File: config.mk
export PLATFORM = sky130hd
export DESIGN_NAME = crc32_gf2_mul_pow_mod_core
export DESIGN_NICKNAME = d
export VERILOG_FILES = /design/src/crc32_gf2_pkg.sv /design/src/crc32_gf2_mul_pow_mod_core.sv
export SDC_FILE = /design/constraint.sdc
export NUM_CORES = 1
export LEC_CHECK = 0
export ABC_AREA = 1
export BUFFER_PORTS_ARGS = -buffer_cell sky130_fd_sc_hd__buf_4
export CELL_PAD_IN_SITES_DETAIL_PLACEMENT = 0
export CELL_PAD_IN_SITES_GLOBAL_PLACEMENT = 2
export CORE_MARGIN = 2
export CORE_UTILIZATION = 37
export CTS_CLUSTER_SIZE = 10
export DETAILED_ROUTE_END_ITERATION = 12
export PLACE_DENSITY = 0.87
export REMOVE_ABC_BUFFERS = 1
export SYNTH_ARGS = -nofsm -noshare
export SYNTH_HDL_FRONTEND = slang
export SYNTH_SLANG_ARGS = --single-unit
File: constraint.sdc
create_clock -name i_clk -period 12.39 [get_ports i_clk]
set_clock_uncertainty 0.1 [all_clocks]
set_input_delay 1.8585 -clock i_clk [delete_from_list [all_inputs] [get_ports i_clk]]
set_output_delay 1.8585 -clock i_clk [all_outputs]
set_load 0.05 [all_outputs]
File: src/crc32_gf2_pkg.sv
package crc32_gf2_pkg;

    localparam logic [31:0] CRC_POLY = 32'hedb88320;
    localparam logic [31:0] X_ONE    = 32'h80000000;
    localparam logic [31:0] X_POW1   = 32'h40000000;

    localparam logic FUNC_MUL = 1'b0;
    localparam logic FUNC_POW = 1'b1;

    typedef enum logic {
        ST_IDLE,
        ST_RUN
    } t_state;

    typedef logic [62:0][31:0] t_tab63;
    typedef logic [31:0][31:0] t_tab32;

    // x^d mod p for d = 0 .. 62, reflected
    function automatic t_tab63 f_xpow_table();
        t_tab63      t;
        logic [31:0] v;
        v = X_ONE;
        for (int d = 0; d < 63; d++) begin
            t[d] = v;
            v    = v[0] ? ((v >> 1) ^ CRC_POLY) : (v >> 1);
        end
        return t;
    endfunction

    localparam t_tab63 XPOW = f_xpow_table();

    // carry-less product of reflected factors, folded back by the x^d table
    function automatic logic [31:0] f_mulmod(input logic [31:0] a, input logic [31:0] b);
        logic [62:0] c;
        logic [31:0] r;
        c = '0;
        r = '0;
        for (int j = 0; j < 32; j++) begin
            for (int m = 0; m < 32; m++) begin
                c[31 - m + j] = c[31 - m + j] ^ (a[31 - j] & b[m]);
            end
        end
        for (int d = 0; d < 63; d++) begin
            if (c[d]) begin
                r = r ^ XPOW[d];
            end
        end
        return r;
    endfunction

    // x^(2^i) mod p for i = 0 .. 31
    function automatic t_tab32 f_x2i_table();
        t_tab32      t;
        logic [31:0] v;
        v = X_POW1;
        for (int i = 0; i < 32; i++) begin
            t[i] = v;
            v    = f_mulmod(v, v);
        end
        return t;
    endfunction

    localparam t_tab32 X2I = f_x2i_table();

endpackage

File: src/crc32_gf2_mul_pow_mod_core.sv
// GF(2) arithmetic modulo the reflected CRC-32 polynomial for combining CRC
// values. tuser selects the operation: multiply returns a*b mod p after one
// pass of the shared modular multiplier; power returns x^(n*2^k) mod p,
// stepping one bit of n per cycle through the same multiplier with x^(2^i)
// taken from a constant table. The input is not ready while an item is in
// work; a finished word waits in the output register while the next item is
// taken.
module crc32_gf2_mul_pow_mod_core
    import crc32_gf2_pkg::*;
(
    input  logic         i_clk,
    input  logic         i_rst_n,
    input  logic         i_s_axis_tvalid,
    output logic         o_s_axis_tready,
    // operand_a[31:0], operand_b[63:32], exponent_count[126:64],
    // exponent_shift[131:127], zero pad [135:132]
    input  logic [135:0] i_s_axis_tdata,
    // func[0]
    input  logic [0:0]   i_s_axis_tuser,
    output logic         o_m_axis_tvalid,
    input  logic         i_m_axis_tready,
    // result[31:0]
    output logic [31:0]  o_m_axis_tdata
);

    t_state      r_state, n_state;
    logic        r_func, n_func;
    logic [31:0] r_a, n_a;
    logic [31:0] r_b, n_b;
    logic [62:0] r_n, n_n;
    logic [4:0]  r_idx, n_idx;
    logic        r_out_valid, n_out_valid;
    logic [31:0] r_out_data, n_out_data;

    logic        w_accept;
    logic        w_out_free;
    logic        w_finish;
    logic [31:0] w_op_y;
    logic [31:0] w_prod;

    // shared modular multiplier
    assign w_op_y = (r_func == FUNC_MUL) ? r_b : X2I[r_idx];
    assign w_prod = f_mulmod(r_a, w_op_y);

    assign w_out_free = !r_out_valid || i_m_axis_tready;
    assign w_accept   = i_s_axis_tvalid && o_s_axis_tready;
    assign w_finish   = (r_state == ST_RUN) && w_out_free &&
                        ((r_func == FUNC_MUL) || (r_n == '0));

    always_comb begin
        n_state = r_state;
        unique case (r_state)
            ST_IDLE: begin
                if (i_s_axis_tvalid) begin
                    n_state = ST_RUN;
                end
            end
            ST_RUN: begin
                if (w_finish) begin
                    n_state = ST_IDLE;
                end
            end
            default: n_state = ST_IDLE;
        endcase
    end

    always_comb begin
        o_s_axis_tready = (r_state == ST_IDLE);
        o_m_axis_tvalid = r_out_valid;
        o_m_axis_tdata  = r_out_data;
    end

    always_comb begin
        n_func      = r_func;
        n_a         = r_a;
        n_b         = r_b;
        n_n         = r_n;
        n_idx       = r_idx;
        n_out_valid = r_out_valid && !i_m_axis_tready;
        n_out_data  = r_out_data;
        if (w_accept) begin
            n_func = i_s_axis_tuser[0];
            n_b    = i_s_axis_tdata[63:32];
            n_n    = i_s_axis_tdata[126:64];
            n_idx  = i_s_axis_tdata[131:127];
            n_a    = (i_s_axis_tuser[0] == FUNC_MUL) ? i_s_axis_tdata[31:0] : X_ONE;
        end else if (w_finish) begin
            n_out_valid = 1'b1;
            n_out_data  = (r_func == FUNC_MUL) ? w_prod : r_a;
        end else if ((r_state == ST_RUN) && (r_func == FUNC_POW) && (r_n != '0)) begin
            if (r_n[0]) begin
                n_a = w_prod;
            end
            n_n   = r_n >> 1;
            n_idx = r_idx + 5'd1;
        end
    end

    always_ff @(posedge i_clk) begin
        if (!i_rst_n) begin
            r_state     <= ST_IDLE;
            r_out_valid <= 1'b0;
        end else begin
            r_state     <= n_state;
            r_out_valid <= n_out_valid;
        end
    end

    always_ff @(posedge i_clk) begin
        r_func     <= n_func;
        r_a        <= n_a;
        r_b        <= n_b;
        r_n        <= n_n;
        r_idx      <= n_idx;
        r_out_data <= n_out_data;
    end

endmodule
After elaboration in Yosys (flattened, before gate mapping):

Memories as Yosys holds them, arrays and structs flattened. A register that Yosys moved wholly into a read port is not among the register bits.
Cells that the tools add are included.

* memories kept: 1
* output and inout bits: 34
* register bits: 167
* bits in read-only memories: 1024

* multiplexer cells: 83
* add/subtract/negate cells: 1
* reductions and logical operators: 17
* equal/unequal tests: 1
* $lt $le $gt $ge: 1
* bitwise gates (word level): 2050

Memory list
* (name not given): depth 32, width 32, read ports 1, clocked after memory_dff 1, wr ports 0, RTL line crc32_gf2_mul_pow_mod_core.sv:42 `assign w_op_y = (r_func == FUNC_MUL) ? r_b : X2I[r_idx];`

Operators with widths (number)
* AND 1 bit: 1024
* XOR 1 bit: 961
* two-way mux 32 bit: 21
* two-way mux 31 bit: 7
* two-way mux 63 bit: 3
* two-way mux 30 bit: 5
* NOT 13 bit: 9
* two-way mux 29 bit: 4
* two-way mux 28 bit: 3
* NOT 14 bit: 6
* two-way mux 27 bit: 3
* logical NOT 63 bit: 1
* nonzero test 63 bit: 1
* NOT 15 bit: 4
* two-way mux 26 bit: 2
* two-way mux 25 bit: 2
* NOT 12 bit: 4
* NOT 16 bit: 3
* NOT 1 bit: 34
* two-way mux 5 bit: 5
* two-way mux 24 bit: 1
* two-way mux 23 bit: 1
* two-way mux 22 bit: 1
* NOT 11 bit: 2
* other kinds (33): 46

Logic depth before layout (Yosys ltp):

Gate-level depths: netlist of run 1.

* depth in word-level cells: 132
* depth in mapped cells: 33

Worst setup path before layout of run 1:

Ideal clock, no wire load.

* path kind: input -> register
* start: input i_s_axis_tvalid
* end: register with a tool-made name
* required time: 12.228 ns
* library setup time: 0.062 ns
* slack: 6.149 ns
* arrival time: 6.079 ns
* stages on the path: 12
* cells stage by stage: nor2_1 -> a21oi_1 -> clkbuf_1 -> o21ai_1 -> inv_1 -> ha_1 -> inv_1 -> nor2_1 -> inv_1 -> nand3_1 -> o311ai_0 -> nand3_1

RTL lines
* start, declared: RTL line crc32_gf2_mul_pow_mod_core.sv:13 `input logic i_s_axis_tvalid,`

Final worst setup path of run 1:

* start: register r_func
* end: register r_a[28] (data pin)

* cells in the longest elaborated chain, start to end: 72
* elaborated cells between the ends (all ways): 556

Ends and longest elaborated chain
* start, declared: RTL line crc32_gf2_mul_pow_mod_core.sv:27 `logic r_func, n_func;`
* start signal, assigned: RTL line crc32_gf2_mul_pow_mod_core.sv:110 `r_func <= n_func;`
* two-way mux 32 bit (*): RTL line crc32_gf2_mul_pow_mod_core.sv:42
* AND 1 bit: RTL line crc32_gf2_pkg.sv:40 `c[31 - m + j] = c[31 - m + j] ^ (a[31 - j] & b[m]);`
* XOR 1 bit (29 in a row): RTL line crc32_gf2_pkg.sv:40
* two-way mux 31 bit: RTL line crc32_gf2_pkg.sv:44 `if (c[d]) begin`
* NOT 14 bit (no line)
* two-way mux 30 bit: RTL line crc32_gf2_pkg.sv:44
* NOT 14 bit (no line)
* two-way mux 29 bit: RTL line crc32_gf2_pkg.sv:44
* (+27 left out)
* NOT 16 bit (no line)
* two-way mux 31 bit (*): RTL line crc32_gf2_pkg.sv:44
* two-way mux 32 bit (*) (3 in a row): RTL line crc32_gf2_pkg.sv:44
* two-way mux 32 bit (*): RTL line crc32_gf2_mul_pow_mod_core.sv:91 `if (r_n[0]) begin`
* two-way mux 32 bit (*): RTL line crc32_gf2_mul_pow_mod_core.sv:90 `end else if ((r_state == ST_RUN) && (r_func == FUNC_POW) && (r_n != '0)) begin`
* two-way mux 32 bit (*): RTL line crc32_gf2_mul_pow_mod_core.sv:87 `end else if (w_finish) begin`
* two-way mux 32 bit (*): RTL line crc32_gf2_mul_pow_mod_core.sv:81 `if (w_accept) begin`
* named net n_a[28]: RTL line crc32_gf2_mul_pow_mod_core.sv:28 `logic [31:0] r_a, n_a;`
* end signal, assigned: RTL line crc32_gf2_mul_pow_mod_core.sv:111 `r_a <= n_a;`
* end, declared: RTL line crc32_gf2_mul_pow_mod_core.sv:28

Mark *: on every way through the listed nets, which the timed path passes. The rest lies on a longest branch. The select of a mux whose other input is x is not followed.
A chain may end at the register's enable or synchronous reset.

==> flow_metrics.py, run 1 <==
metrics = {
    "cells_and_area": {
        "final_cell_area_um2": 34500,
        "layout-drive-gt1-share": 0.0853,
        "areaGrowthSynthToFinish_pct": 8.96,
        "nFillCells": 9260,
        "fin_nets": 5642,
        "fin_util": 0.406,
    },
    "global_routing": {
        "grt_max_degree": 69,
        "antenna_found_initial": 2,
        "grt-ovfl-total": 0,
        "grt_usage": 0.337,
        "grt_pass1_vias": 30900,
        "grt_pass1_wl_mm": 213,
    },
    "place": {
        "port-buffer-count": 170,
        "place_ws_ns": 5.91,
        "gp_congestion": 0.985,
        "dpl_cell_area_um2": 33800,
        "dpl.hpwl_mm": 104,
    },
    "floorplan": {
        "die_area_um2": 87900,
        "initial_core_util": 0.373,
        "die_width_um": 297,
        "core_area_um2": 85000,
        "num_rows": 107,
        "die_y_um": 297,
        "ioPinCount": 175,
    },
    "cts": {
        "clk_pin_slew_ns": 0.08,
        "post_cts_buffers": 0,
        "cts_sinks": 199,
        "cts-htree-levels": 4,
        "root_buffer": "clkbuf_16",
        "clock_latency_ns": 0.51,
        "clock_path_buffers": 2,
        "hold_buffers": 0,
        "cts_resized": 0,
        "cts_made_buffers": 17,
        "cts_tree": "done",
    },
    "setup_path": {
        "crit_path_end_kind": "flip-flop",
        "cp_data_arrival_time_ns": 6.85,
        "cp_num_buf_inv": 6,
        "cp-start-kind": "flip-flop",
        "slowest_stage": "nand2_1",
        "required_ns": 12.55,
        "crit_top_cell": "nand2_1",
        "crit_family": "simple AND/OR/NAND/NOR gates",
        "path_class": "reg -> reg",
        "cp_max_fo": 64,
        "cp_slowest_stage_delay_ns": 0.79,
    },
    "synthesis": {
        "syn_area_per_cell_um2": 5.81,
        "ys.flop_type": "edfxtp_1",
        "seq_area_frac_synth": 0.178,
        "syn-instance-count": 5449,
        "synth_cell_type_count": 52,
        "syn_area_um2": 31700,
        "synth_edf_count": 165,
        "ys_warn_count": 0,
        "ys_seq_elements": 199,
        "synthArstFlopShare": 0,
    },
    "sta": {
        "fin_tns_setup_ns": 0,
        "setup_ws_ns": 5.70,
        "fin_crit_sh": 0.540,
        "maxSlewHeadroom": 0.262,
        "tightest_slew_ns": 1.10,
        "drv_slew": 0,
        "period_minus_slack_ns": 6.69,
        "setup-violations-final": 0,
        "rsz0062_at_grt": "false",
        "hold_violations": 0,
        "fmax_ghz": 0.149,
    },
    "worst_hold_path": {
        "holdCritPathClass": "reg -> reg",
    },
    "drt": {
        "routedWlPerCell_um": 22.7,
        "drc": 0,
        "via_per_inst": 5.19,
        "routed_wl_mm": 151,
        "dr_total_vias": 34500,
        "drtAntennaViolNets": 0,
        "first_pass_iters": 8,
        "first_iter_violations": 3674,
    },
    "outcome": {
        "outcome": "finished, final reports clean",
    },
    "flow_run": {
        "maxCapViolations": 0,
    },
}
[worst register-to-register path, delay by kind of cell, from the launching register on]
kind	cells	cell delay [ns]
DFF	1	0.40
and+or+nand+nor	23	3.17
buffers and inverters	6	2.52
xor gates and xnor gates	1	0.27
[final timing paths]
kind                start      end  slack, ns  cells after the start
setup / recovery   r_func  r_a[28]       5.70                     30
hold / removal    r_n[37]  r_n[36]       0.46                      2
setup reg to reg   r_func  r_a[28]       5.70                     30
hold reg to reg   r_n[37]  r_n[36]       0.46                      2
[through the flow]
stage / instances / hold slack (ns)
after global routing: 6645 / 0.476
after global placement: 6613 / 0.429
final: 6646 / 0.461
after floorplan: 5202 / 0.420
after detailed placement: 6613 / 0.433
after CTS: 6645 / 0.459
[cells by family (layout without fill, tap and decap cells)]
kind of cell / after synthesis / in the layout / synth area share
adder cells (fa/ha/maj): 13 / 13 / 0.00514
other: 0 / 1 / 0
XOR/XNOR: 795 / 795 / 0.227
AO/OA/AOI/OAI: 163 / 163 / 0.0286
buffers and inverters: 817 / 869 / 0.109
AND/OR/NAND/NOR: 3462 / 3462 / 0.453
flip-flops: 199 / 199 / 0.178
[layout by cell type (no fill, tap or decap), types with 4 or more instances in the layout]
cell type and instances:
a21oi_1 17, buf_4 267, clkbuf_16 17, clkinv_1 13, dfxtp_1 34, edfxtp_1 165, ha_1 13, inv_1 536
inv_12 10, inv_2 20, nand2_1 1922, nand2_2 69, nand2_4 20, nand3_1 489, nand3b_1 45, nand4_1 25
nor2_1 823, nor2_2 11, nor4_1 10, o211ai_1 6, o21ai_0 101, o21ai_1 9, o221ai_1 5, o22ai_1 4
or2_1 14, or2_2 21, xnor2_1 477, xnor2_2 5, xor2_1 298, xor2_2 9, xor2_4 4
[area by class of cell]
type	count	area, um2	area share
inverters	570	2140	0.0620
clock inverters	15	233	0.00674
well taps	1144	1430	0.0415
repair buffers	267	2000	0.0581
clock buffers	17	425	0.0123
diodes	1	2.50	0.0000725
multi-input cells	4433	22600	0.656
flip-flops and latches	199	5640	0.163
[cells in the mapped netlist, types with 13 or more instances]
library cell | number | share of area
ha_1 | 13 | 0.0051
nand2_1 | 1923 | 0.23
nand2_2 | 69 | 0.014
inv_2 | 20 | 0.0024
dfxtp_1 | 34 | 0.021
buf_2 | 61 | 0.0096
nand3b_1 | 45 | 0.011
buf_6 | 23 | 0.0082
xnor2_1 | 477 | 0.13
or2_1 | 14 | 0.0028
clkinv_1 | 13 | 0.0015
nand3_1 | 489 | 0.077
clkbuf_1 | 109 | 0.013
xor2_1 | 298 | 0.082
inv_1 | 537 | 0.064
edfxtp_1 | 165 | 0.16
buf_4 | 30 | 0.0071
nand4_1 | 25 | 0.0049
a21oi_1 | 18 | 0.0028
o21ai_0 | 101 | 0.016
buf_1 | 23 | 0.0027
nor2_1 | 826 | 0.098
or2_2 | 21 | 0.0041
nand2_4 | 19 | 0.0068
[metal layers]
metal  GRT usage  wire (um)  vias to the layer above  part of all wire
li1            -          -                    16700                 -
met1       0.456      63800                    15900              0.42
met2       0.530      65700                     1662              0.44
met3      0.0452      13500                      304             0.090
met4       0.161       7730                        2             0.051
met5           0         20                        -           0.00013
Power of run 1 is left out: the tool's default activity adds up to more than one toggle a clock period on the data nets, which glitch-free logic cannot reach.
==> run 2, diff against run 1 <==
--- a/config.mk
+++ b/config.mk
@@ -10,10 +10,10 @@
 export CELL_PAD_IN_SITES_DETAIL_PLACEMENT = 0
 export CELL_PAD_IN_SITES_GLOBAL_PLACEMENT = 2
 export CORE_MARGIN = 2
-export CORE_UTILIZATION = 37
+export CORE_UTILIZATION = 34
 export CTS_CLUSTER_SIZE = 10
 export DETAILED_ROUTE_END_ITERATION = 12
-export PLACE_DENSITY = 0.87
+export PLACE_DENSITY = 0.8
 export REMOVE_ABC_BUFFERS = 1
 export SYNTH_ARGS = -nofsm -noshare
 export SYNTH_HDL_FRONTEND = slang
==> constraint.sdc (replaced) <==
create_clock -name i_clk -period 6.2 [get_ports i_clk]
set_clock_uncertainty 0.1 [all_clocks]
set_input_delay 0.93 -clock i_clk [delete_from_list [all_inputs] [get_ports i_clk]]
set_output_delay 0.93 -clock i_clk [all_outputs]
set_load 0.05 [all_outputs]
==> run 2 against run 1 <==
Effect of this change: core utilization decreased by 2.4 points; die area increased by 8.7%; routed wire length increased by 7.2%; global-route usage decreased by 0.26 points; worst hold slack got worse by 0.021 ns; count of clock-buffer cells in the layout unchanged; cell area increased by 1.7%; sequential cell count unchanged; critical path depth decreased by 6; register-to-register slack got worse by 5.0 ns.
==> flow_metrics.py, run 2 (same netlist as run 1, synthesis figures left out) <==
metrics = {
    "drt": {
        "via_per_inst": 5.10,
        "first_pass_iters": 6,
        "drc": 0,
        "dr_total_vias": 34700,
        "drtAntennaViolNets": 0,
        "routedWlPerCell_um": 23.7,
        "first_iter_violations": 3697,
        "routed_wl_mm": 162,
    },
    "sta": {
        "hold_slack_ns": 0.440,
        "fin_crit_sh": 0.895,
        "drv_slew": 0,
        "setup-violations-final": 0,
        "fin_tns_setup_ns": 0,
        "hold_violations": 0,
        "period_minus_slack_ns": 5.55,
        "tightest_slew_ns": 1.15,
        "fmax_ghz": 0.180,
        "rsz0062_at_grt": "false",
        "maxSlewHeadroom": 0.230,
    },
    "worst_hold_path": {
        "hold_end": "r_n[37]",
        "holdCritPathClass": "reg -> reg",
        "min-delay-start": "r_n[38]",
        "whs_path_depth": 2,
    },
    "global_routing": {
        "grt_pass1_wl_mm": 229,
        "antenna_found_initial": 3,
        "grt-ovfl-total": 0,
        "grt_max_degree": 79,
        "grt_pass1_vias": 32100,
        "grt_usage": 0.335,
    },
    "setup_path": {
        "r2r_end": "r_a[1]",
        "crit_path_end_kind": "flip-flop",
        "cp_data_arrival_time_ns": 5.70,
        "reg2regPathDepth": 24,
        "cp_max_fo": 64,
        "crit_top_cell": "nand2_1",
        "slowest_stage": "buf_4",
        "r2r_slack_ns": 0.65,
        "cp-start-kind": "flip-flop",
        "required_ns": 6.35,
        "path_class": "reg -> reg",
        "crit_path_cell_trace": "buf_4, nand2_2, nand2_4, buf_4, nor2_1, xnor2_1, nor2_1, nor2_1, nand3_1, nand2_1, nand3_1, nand3_1, nand2_1, inv_1, nand2_1, nand2_1, inv_1, or2_1, nand3_1, nand2_1, nand2_1, nand2_1, nand2_1, nand2_1",
        "reg2reg_from": "r_func",
        "cp_slowest_stage_delay_ns": 0.73,
    },
    "place": {
        "port-buffer-count": 170,
        "dpl_cell_area_um2": 34400,
        "dpl.hpwl_mm": 119,
        "gp_congestion": 0.988,
        "dp.cells": 6771,
    },
    "cells_and_area": {
        "areaGrowthSynthToFinish_pct": 10.8,
        "fin_nets": 5701,
        "layout-drive-gt1-share": 0.0950,
        "final_cell_area_um2": 35100,
        "final_cell_mix": "nand2_1 (1922), nor2_1 (823), inv_1 (536), nand3_1 (489), xnor2_1 (477)",
        "mostFrequentLayoutCell": "nand2_1",
        "finalNonFillerCells": 6805,
    },
    "cts": {
        "cts_sinks": 199,
        "post_cts_buffers": 0,
        "root_buffer": "clkbuf_16",
        "cts-htree-levels": 4,
        "cts_resized": 0,
        "cts_made_buffers": 17,
        "cts_tree": "done",
        "clock_latency_ns": 0.50,
        "hold_buffers": 0,
        "clk_pin_slew_ns": 0.08,
        "clock_path_buffers": 2,
    },
    "floorplan": {
        "ioPinCount": 175,
        "num_rows": 111,
        "core_area_um2": 91900,
        "die_y_um": 309,
        "die_area_um2": 95600,
        "die_width_um": 309,
        "initial_core_util": 0.344,
    },
    "outcome": {
        "outcome": "finished, final reports clean",
    },
    "flow_run": {
        "maxCapViolations": 0,
    },
}
==> run 2: cell types whose count changed in the layout (fill, tap and decap cells not counted), moves of 2 or more <==
cell / before / now
inv_12: 10 / 2
clkinv_8: 2 / 5
buf_4: 267 / 323
inv_6: 2 / 0
inv_8: 0 / 5
buf_12: 0 / 3
==> run 2: stage by stage <==
step / util / setup WS, ns
detailed placement: 0.375 / 0.807
global placement: 0.375 / 0.880
floorplan: - / -2.59
CTS: 0.382 / 0.812
finish: 0.382 / 0.652
global route: 0.382 / 0.402
==> run 2: worst max path at each step <==
stage / end / cells past startpoint / from
5_1_grt: r_a[1] / 24 / r_func
4_1_cts: r_a[24] / 25 / r_func
3_5_place_dp: r_a[24] / 25 / r_func
2_1_floorplan: flip-flop / 6 / r_func
6_report: r_a[1] / 24 / r_func
3_3_place_gp: r_a[28] / 29 / r_func
==> run 2: layer usage <==
metal  GRT usage  vias to the layer above  wire (um)
li1            -                    16800          -
met1       0.444                    16100      68600
met2       0.521                     1512      69700
met3      0.0488                      325      13000
met4       0.185                        2      10300
met5           0                        -         13
==> run 2: cell type report <==
cell class	count	area [um2]
multi-input combinational	4433	22600
clock buffer	17	425
tap	1243	1560
sequential	199	5640
timing repair buffer	326	2480
antenna	2	5.00
inverter	570	2140
fill	10300	56800
clock inverter	15	214
==> run 2: worst max-delay path: cells and delay by family, from the launching register on <==
| family | cells | cell delay (ns) |
|---|---|---|
| xor gates and xnor gates | 1 | 0.16 |
| and+or+nand+nor | 19 | 3.03 |
| DFF | 1 | 0.36 |
| buffers and inverters | 4 | 1.55 |
Power of run 2 is left out for the same reason.
